## src/rtl/core/mfpw_pkg.sv

```systemverilog
`default_nettype none
package mfpw_pkg;

  localparam int MAX_WIDTH   = 128;
  localparam int MAX_HEIGHT  = 64;
  localparam int ROW_MAX     = (MAX_WIDTH + 7) / 8;
  localparam int STORE_BYTES = ROW_MAX * MAX_HEIGHT;
  localparam int ADDR_W      = $clog2(STORE_BYTES);

  localparam int WIDTH_W = 8;
  localparam int HEIGHT_W = 7;
  localparam int ROWB_W  = WIDTH_W - 3 + 1;
  localparam int ACT_W   = ROWB_W + HEIGHT_W;
  localparam int DATA_W  = 8;
  localparam int CFG_W   = 8;
  localparam int IDX_W   = 3;

  typedef enum logic [1:0] {
    FN_DRAW = 2'd0,
    FN_FILL = 2'd1,
    FN_READ = 2'd2
  } func_t;

  typedef enum logic [1:0] {
    ROT_0   = 2'd0,
    ROT_90  = 2'd1,
    ROT_180 = 2'd2,
    ROT_270 = 2'd3
  } rot_t;

  typedef enum logic [IDX_W-1:0] {
    REG_WIDTH  = 3'd0,
    REG_HEIGHT = 3'd1,
    REG_ROT    = 3'd2,
    REG_FLIP_X = 3'd3,
    REG_FLIP_Y = 3'd4
  } reg_idx_t;

  typedef enum logic [2:0] {
    S_CLEAR,
    S_IDLE,
    S_ADDR,
    S_RMW,
    S_FILL
  } state_t;

  typedef struct packed {
    logic [1:0]         func;
    logic signed [15:0] pos_x;
    logic signed [15:0] pos_y;
    logic               pixel_on;
    logic [9:0]         byte_index;
  } item_t;

  typedef struct packed {
    logic [DATA_W-1:0] read_data;
    logic              accepted;
  } result_t;

  // Geometry as used by the datapath: width and height already clamped.
  typedef struct packed {
    logic [WIDTH_W-1:0]  width;
    logic [HEIGHT_W-1:0] height;
    logic [1:0]          rotation;
    logic                flip_x;
    logic                flip_y;
  } geom_cfg_t;

  typedef struct packed {
    logic              hit;
    logic [ADDR_W-1:0] addr;
    logic [DATA_W-1:0] mask;
  } pix_loc_t;

  function automatic logic [ROWB_W-1:0] row_bytes(input logic [WIDTH_W-1:0] w);
    logic [WIDTH_W:0] sum;
    sum = {1'b0, w} + (WIDTH_W+1)'(7);
    return sum[WIDTH_W:3];
  endfunction

endpackage
`default_nettype wire

```

## src/rtl/core/mfpw_geom.sv

```systemverilog
`default_nettype none
// Maps a logical pixel through the clip, mirror and rotation to a byte address and bit mask.
module mfpw_geom (
  input  mfpw_pkg::item_t    item,
  input  mfpw_pkg::geom_cfg_t cfg,
  output mfpw_pkg::pix_loc_t loc
);
  import mfpw_pkg::*;

  logic [WIDTH_W-1:0] w8, h8, lw, lh, x8, y8, fx, fy, px, py;
  logic               in_x, in_y;
  logic [ROWB_W-1:0]  rb;
  logic [WIDTH_W+ROWB_W-1:0] prod;
  logic [WIDTH_W+ROWB_W:0]   sum;

  always_comb begin
    w8 = cfg.width;
    h8 = {1'b0, cfg.height};
    lw = cfg.rotation[0] ? h8 : w8;
    lh = cfg.rotation[0] ? w8 : h8;
    in_x = !item.pos_x[15] && (item.pos_x[14:0] < {{(15-WIDTH_W){1'b0}}, lw});
    in_y = !item.pos_y[15] && (item.pos_y[14:0] < {{(15-WIDTH_W){1'b0}}, lh});
    x8 = item.pos_x[WIDTH_W-1:0];
    y8 = item.pos_y[WIDTH_W-1:0];
    fx = cfg.flip_x ? lw - x8 - WIDTH_W'(1) : x8;
    fy = cfg.flip_y ? lh - y8 - WIDTH_W'(1) : y8;
    unique case (cfg.rotation)
      ROT_90: begin
        px = w8 - fy - WIDTH_W'(1);
        py = fx;
      end
      ROT_180: begin
        px = w8 - fx - WIDTH_W'(1);
        py = h8 - fy - WIDTH_W'(1);
      end
      ROT_270: begin
        px = fy;
        py = h8 - fx - WIDTH_W'(1);
      end
      default: begin
        px = fx;
        py = fy;
      end
    endcase
    rb   = row_bytes(cfg.width);
    prod = py * rb;
    sum  = {1'b0, prod} + (WIDTH_W+ROWB_W+1)'(px[WIDTH_W-1:3]);
    loc.hit  = in_x && in_y && (sum < (WIDTH_W+ROWB_W+1)'(STORE_BYTES));
    loc.addr = sum[ADDR_W-1:0];
    loc.mask = 8'h80 >> px[2:0];
  end

endmodule
`default_nettype wire

```

## config.mk

```make
export PLATFORM = sky130hd
export DESIGN_NAME = mfpw_geom
export DESIGN_NICKNAME = d
export VERILOG_FILES = /design/src/rtl/core/mfpw_pkg.sv /design/src/rtl/core/mfpw_geom.sv
export SDC_FILE = /design/constraint.sdc
export NUM_CORES = 1
export LEC_CHECK = 0
export BUFFER_PORTS_ARGS = -buffer_cell sky130_fd_sc_hd__buf_2
export CAP_MARGIN = 20
export CORE_MARGIN = 5
export CORE_UTILIZATION = 56
export DETAILED_ROUTE_END_ITERATION = 8
export GPL_TIMING_DRIVEN = 0
export PLACE_DENSITY_LB_ADDON = 0.2
export SYNTH_ARGS = -nofsm -noshare
export SYNTH_HDL_FRONTEND = slang
export SYNTH_SLANG_ARGS = --single-unit
```

## constraint.sdc

```tcl
create_clock -name vclk -period 12.6
set_input_delay 1.89 -clock vclk [all_inputs]
set_output_delay 1.89 -clock vclk [all_outputs]
set_load 0.05 [all_outputs]
```

==> results of run 1 <==
## synthesized netlist by cell type, types with 3 or more instances
cell type / count
xnor2_1: 24
a21oi_1: 40
mux4_2: 4
buf_1: 4
o21a_1: 10
clkbuf_8: 5
o21ai_0: 24
nor2_1: 57
o2111a_1: 3
a21o_1: 15
nand3_1: 7
a31oi_1: 6
nand2b_1: 7
or2_2: 8
o21bai_1: 7
a21boi_0: 4
or3_1: 3
nor2b_1: 8
xor2_1: 12
inv_1: 86
o31ai_1: 4
mux2_2: 5
nor3_1: 20
nor4_1: 7
nand2_1: 32
mux2i_1: 20
maj3_2: 3
a32oi_1: 4
a211oi_1: 8
o211ai_1: 10
a311o_1: 4
fa_1: 33
clkbuf_1: 7
ha_1: 90
## final timing paths
check	to	slack (ps)	cells past startpoint
min	loc[18]	4330	4
max	loc[18]	620	29
## power groups by stage
stage | sequential, mW | combinational (mW) | clock (mW)
after global routing | 0 | 1.19 | 0
after global placement | 0 | 1.05 | 0
final | 0 | 1.08 | 0
after detailed placement | 0 | 1.07 | 0
after floorplan | 0 | 0.861 | 0
after CTS | 0 | 1.08 | 0
## critical path: cells and delay by family
kind                     cells  cell delay (ps)
AO/OA/AOI/OAI                9             2550
adder cells (fa/ha/maj)      8             3180
buffers and inverters        7             1480
multiplexers                 2              630
AND/OR/NAND/NOR              3              350
## final cells by class
class	count	area, µm²
timing repair buffer	65	325
multi-input combinational	532	4600
fill	785	3220
inverter	87	327
buffer	20	150
tap	108	135
## metal layers
| layer | routed length (µm) | share of wire | vias to the layer above |
|---|---|---|---|
| met5 | 0 | 0 | - |
| met2 | 6070 | 0.45 | 210 |
| met4 | 241 | 0.018 | 0 |
| li1 | - | - | 2401 |
| met3 | 1060 | 0.079 | 17 |
| met1 | 6080 | 0.45 | 2296 |
## cell usage in the layout (no fill, tap or decap), types with 4 or more instances in the layout
cell type	synthesis	layout
a211oi_1	8	8
a21boi_0	4	4
a21o_1	15	15
a21oi_1	40	40
a311o_1	4	4
a31oi_1	6	5
a32oi_1	4	4
buf_2	1	67
clkbuf_1	7	5
clkbuf_8	5	5
fa_1	33	33
ha_1	90	90
inv_1	86	86
mux2_2	5	5
mux2i_1	20	20
mux4_2	4	4
nand2_1	32	32
nand2b_1	7	7
nand3_1	7	7
nor2_1	57	57
nor2b_1	8	8
nor3_1	20	19
nor4_1	7	7
o211ai_1	10	10
o21a_1	10	10
o21ai_0	24	23
o21bai_1	7	7
o31ai_1	4	4
or2_2	8	8
xnor2_1	24	24
xor2_1	12	12
## cells by family after synthesis
group | after synthesis
AND/OR/NAND/NOR | 172
AO/OA/AOI/OAI | 164
adder cells (fa/ha/maj) | 128
buffers and inverters | 107
XOR/XNOR | 37
multiplexers | 31
## per-stage QoR
step	hold slack [ps]	utilization	instances	worst slack, ps	cell area (µm²)
after floorplan	4180	-	639	450	5060
after global placement	4320	0.630	812	-30.5	5520
after detailed placement	4340	0.630	812	-119	5520
after CTS	4340	0.630	812	159	5520
after global routing	4380	0.632	812	166	5540
final	4330	0.632	812	622	5540
## timing repair
| item | CTS | global route |
|---|---|---|
| pin swaps | 0 | 0 |
| resized for setup | 2 | 8 |
| buffers inserted | 0 | 0 |
| endpoints found under the setup margin | 1 | 1 |
==> results.yml, run 1 <==
outcome:
  status: "finished, final reports clean"
global_routing:
  grt_pass1_wl_um: 22700
  met2_usage: 0.397
  antenna_found_initial: 0
  grt_use_met1: 0.333
  grt_overflow: 0
  gr-usage-all-layers: 0.238
  grt_pass1_vias: 4894
  grt_util_met3: 0.0271
  grt_max_degree: 11
  top_usage_layer: "met2"
floorplanning:
  coreArea_um2: 8760
  initial_utilization: 0.577
  rows: 34
  die-area_um2: 11000
  ios: 83
  die_h_um: 105
  die_w_um: 105
cells_and_area:
  drive_gt1_frac: 0.159
  nClkBuffers: 0
  seq_cell_count: 0
  nets: 893
  antenna_cells: 0
  syn2layout_area_growth_pct: 9.55
  seq_area_um2: 0
sta:
  final_min_period_over_clock_period: 0.951
  relSlewSlack: 0.411
  final-setup-viol-count: 0
  slew_violations: 0
  rsz0062_at_grt: "no"
  setup_tns_ps: 0
  worst_pin_slew_ps: 873
  hold_violations: 0
  finalCriticalPeriod_ps: 11980
  max_freq_ghz: 0.0835
detailed_routing:
  wirelength_um: 13500
  dr.pass1.iters: 5
  ant_nets: 0
  wl_per_cell_um: 16.6
  drc: 0
  first_iter_violations: 335
  via_per_inst: 6.06
  vias: 4924
setup_path:
  arrival_ps: 10090
  cp_slowest_cell: "fa_1"
  end_kind: "output pin"
  path_class: "input port to output pin"
  critPathLaunchType: "input port"
  worst-path-max-fanout: 10
  cpMostUsedCell: "fa_1"
  max_stage_delay_ps: 520
  startpoint: "cfg[2]"
  cp.required_ps: 10710
yosys:
  yosysTopAreaCell: "ha_1"
  muxShareOfSynthArea: 0.0745
  synth_top_area_share: 0.223
  synth-simple-area-share: 0.176
  synth_top_family_by_area: "adder cells"
  synth_xor_area_frac: 0.0656
  yosysUniqueCellTypes: 76
  netlist_instances: 639
  synth_compound_area_frac: 0.227
  syn-num-nets: 826
  ys_top_cells_by_area: "ha_1 22%, fa_1 13%, inv_1 6.4%"
  postSynthAreaPerCell_um2: 7.91
  synthAdderAreaFrac: 0.364
  ys_seq_area_frac: 0
  syn_area_um2: 5060
  synth.yosys.warnings: 0
cts:
  cts.hold.buffers_added: 0
power:
  pwr-share-clk: 0
  vdd_drop_max_mv: 0.342
  power_density_nw_per_um2: 195
  pwr-share-seq: 0
  cellLeakagePower_nw: 2.86
  switching_power_uw: 724
  p_total_mw: 1.08
  p_int_uw: 355
  p_sw_frac: 0.671
  pwr-share-comb: 1.000
min_path:
  hp-class: "input port to output pin"
  hold_path_startpoint: "item[18]"
job:
  maxCapViolCount: 0
place:
  gp_routability_congestion: 0.936
  portBuffers: 65
  hpwlAfterDp_um: 11400
No activity file was read; power rests on OpenSTA's default activity.
==> run 2: changes to the inputs <==
==> constraint.sdc (replaced) <==
create_clock -name vclk -period 11.9
set_input_delay 1.785 -clock vclk [all_inputs]
set_output_delay 1.785 -clock vclk [all_outputs]
set_load 0.05 [all_outputs]
==> run 2 against run 1 <==
Critical path depth rose by 3. First-iteration DRC count rose by 28%. Non-clock buffer count did not move. Sequential share of layout area did not move. Flip-flop and latch count did not move. Worst hold slack got worse by 200 ps. Critical path type unchanged. Critical endpoint unchanged.
==> results.yml, run 2 (synthesis gave the netlist of run 1 again) <==
place:
  portBuffers: 65
  dp.cells: 812
  gp_routability_congestion: 0.916
  hpwlAfterDp_um: 11400
global_routing:
  gr-usage-all-layers: 0.235
  grt_pass1_vias: 4736
  grt_pass1_wl_um: 22400
  antenna_found_initial: 0
  grt_max_degree: 11
  grt_overflow: 0
floorplanning:
  die_w_um: 105
  ios: 83
  die_h_um: 105
  die-area_um2: 11000
  initial_utilization: 0.577
  coreArea_um2: 8760
  rows: 34
cells_and_area:
  drive_gt1_frac: 0.166
  finalNonFillerCells: 812
  seq_area_um2: 0
  final_cell_mix: "90 x ha_1, 86 x inv_1, 67 x buf_2, 57 x nor2_1, 40 x a21oi_1"
  final.fill_count: 771
  nets: 893
  final_common_cell: "ha_1"
  seq_cell_count: 0
  antenna_cells: 0
  nClkBuffers: 0
  syn2layout_area_growth_pct: 10.3
detailed_routing:
  dr.pass1.iters: 5
  wl_per_cell_um: 16.7
  ant_nets: 0
  first_iter_violations: 430
  vias: 4941
  via_per_inst: 6.08
  drc: 0
  wirelength_um: 13500
setup_path:
  worst-path-max-fanout: 10
  path_class: "input port to output pin"
  cp_slowest_cell: "fa_1"
  critPathLaunchType: "input port"
  arrival_ps: 9790
  cp.required_ps: 10120
  max_stage_delay_ps: 550
  end_kind: "output pin"
min_path:
  hold_path_startpoint: "item[18]"
  min_to: "loc[18]"
  hold_depth: 4
  hp-class: "input port to output pin"
sta:
  relSlewSlack: 0.514
  finalCriticalPeriod_ps: 11580
  hold_violations: 0
  slew_violations: 0
  rsz0062_at_grt: "no"
  final-setup-viol-count: 0
  worst_pin_slew_ps: 724
  final_min_period_over_clock_period: 0.973
  max_freq_ghz: 0.0864
power:
  power_density_nw_per_um2: 205
  cellLeakagePower_nw: 2.86
  vdd_drop_max_mv: 0.346
  p_total_mw: 1.14
outcome:
  status: "finished, final reports clean"
job:
  maxCapViolCount: 0
[run 2: cell counts in the layout (fill, tap and decap cells not counted)]
No cell type changed its count.
[run 2: metrics by stage]
stage                     area [µm²]  TNS [ps]  worst slack [ps]  utilization  hold slack (ps)
final                           5580         0               321        0.637             4130
after detailed placement        5520      -652              -565        0.630             4120
after floorplan                 5060         0               441            -             3920
after CTS                       5540         0              3.02        0.632             4130
after global routing            5580         0              28.6        0.637             4150
after global placement          5520      -484              -484        0.630             4120
[run 2: worst max path at each step]
| stage | depth (start not counted) | to | slack (ps) | start |
|---|---|---|---|---|
| 2_1_floorplan | 28 | loc[18] | 440 | cfg[2] |
| 3_3_place_gp | 32 | loc[18] | -480 | cfg[2] |
| 3_5_place_dp | 32 | loc[18] | -560 | cfg[2] |
| 4_1_cts | 29 | loc[18] | 3 | cfg[2] |
| 5_1_grt | 30 | loc[18] | 30 | cfg[2] |
| 6_report | 32 | loc[18] | 320 | cfg[2] |
[run 2: what timing repair did]
item                       in CTS  in global routing
resized for setup               6                 12
hold buffers                    0                  0
setup endpoints to repair       2                  1
buffers inserted                0                  0
pin swaps                       0                  1
[run 2: power by group]
part	internal (mW)	leakage, nW	switching [mW]
registers	0	0	0
clock network	0	0	0
logic	0.375	2.86	0.769
[run 2: worst max-delay path, delay by kind of cell]
kind	cells	cell delay (ps)
mux	3	1040
buf+inv	9	1460
simple gates	3	480
fa+ha+maj	8	3230
xor+xnor	1	160
compound gates	8	1610
[run 2: per-layer routing]
layer / track usage / vias up / share of wire
li1: - / 2395 / -
met1: 0.337 / 2334 / 0.44
met2: 0.394 / 190 / 0.46
met3: 0.0185 / 22 / 0.077
met4: 0.0347 / 0 / 0.018
met5: 0 / - / 0
[run 2: area by class of cell]
class / instances / area (µm²) / area share
Multi-Input combinational cell: 532 / 4640 / 0.831
Timing Repair Buffer: 65 / 328 / 0.0588
Inverter: 87 / 327 / 0.0585
Tap cell: 108 / 135 / 0.0242
Buffer: 20 / 153 / 0.0274
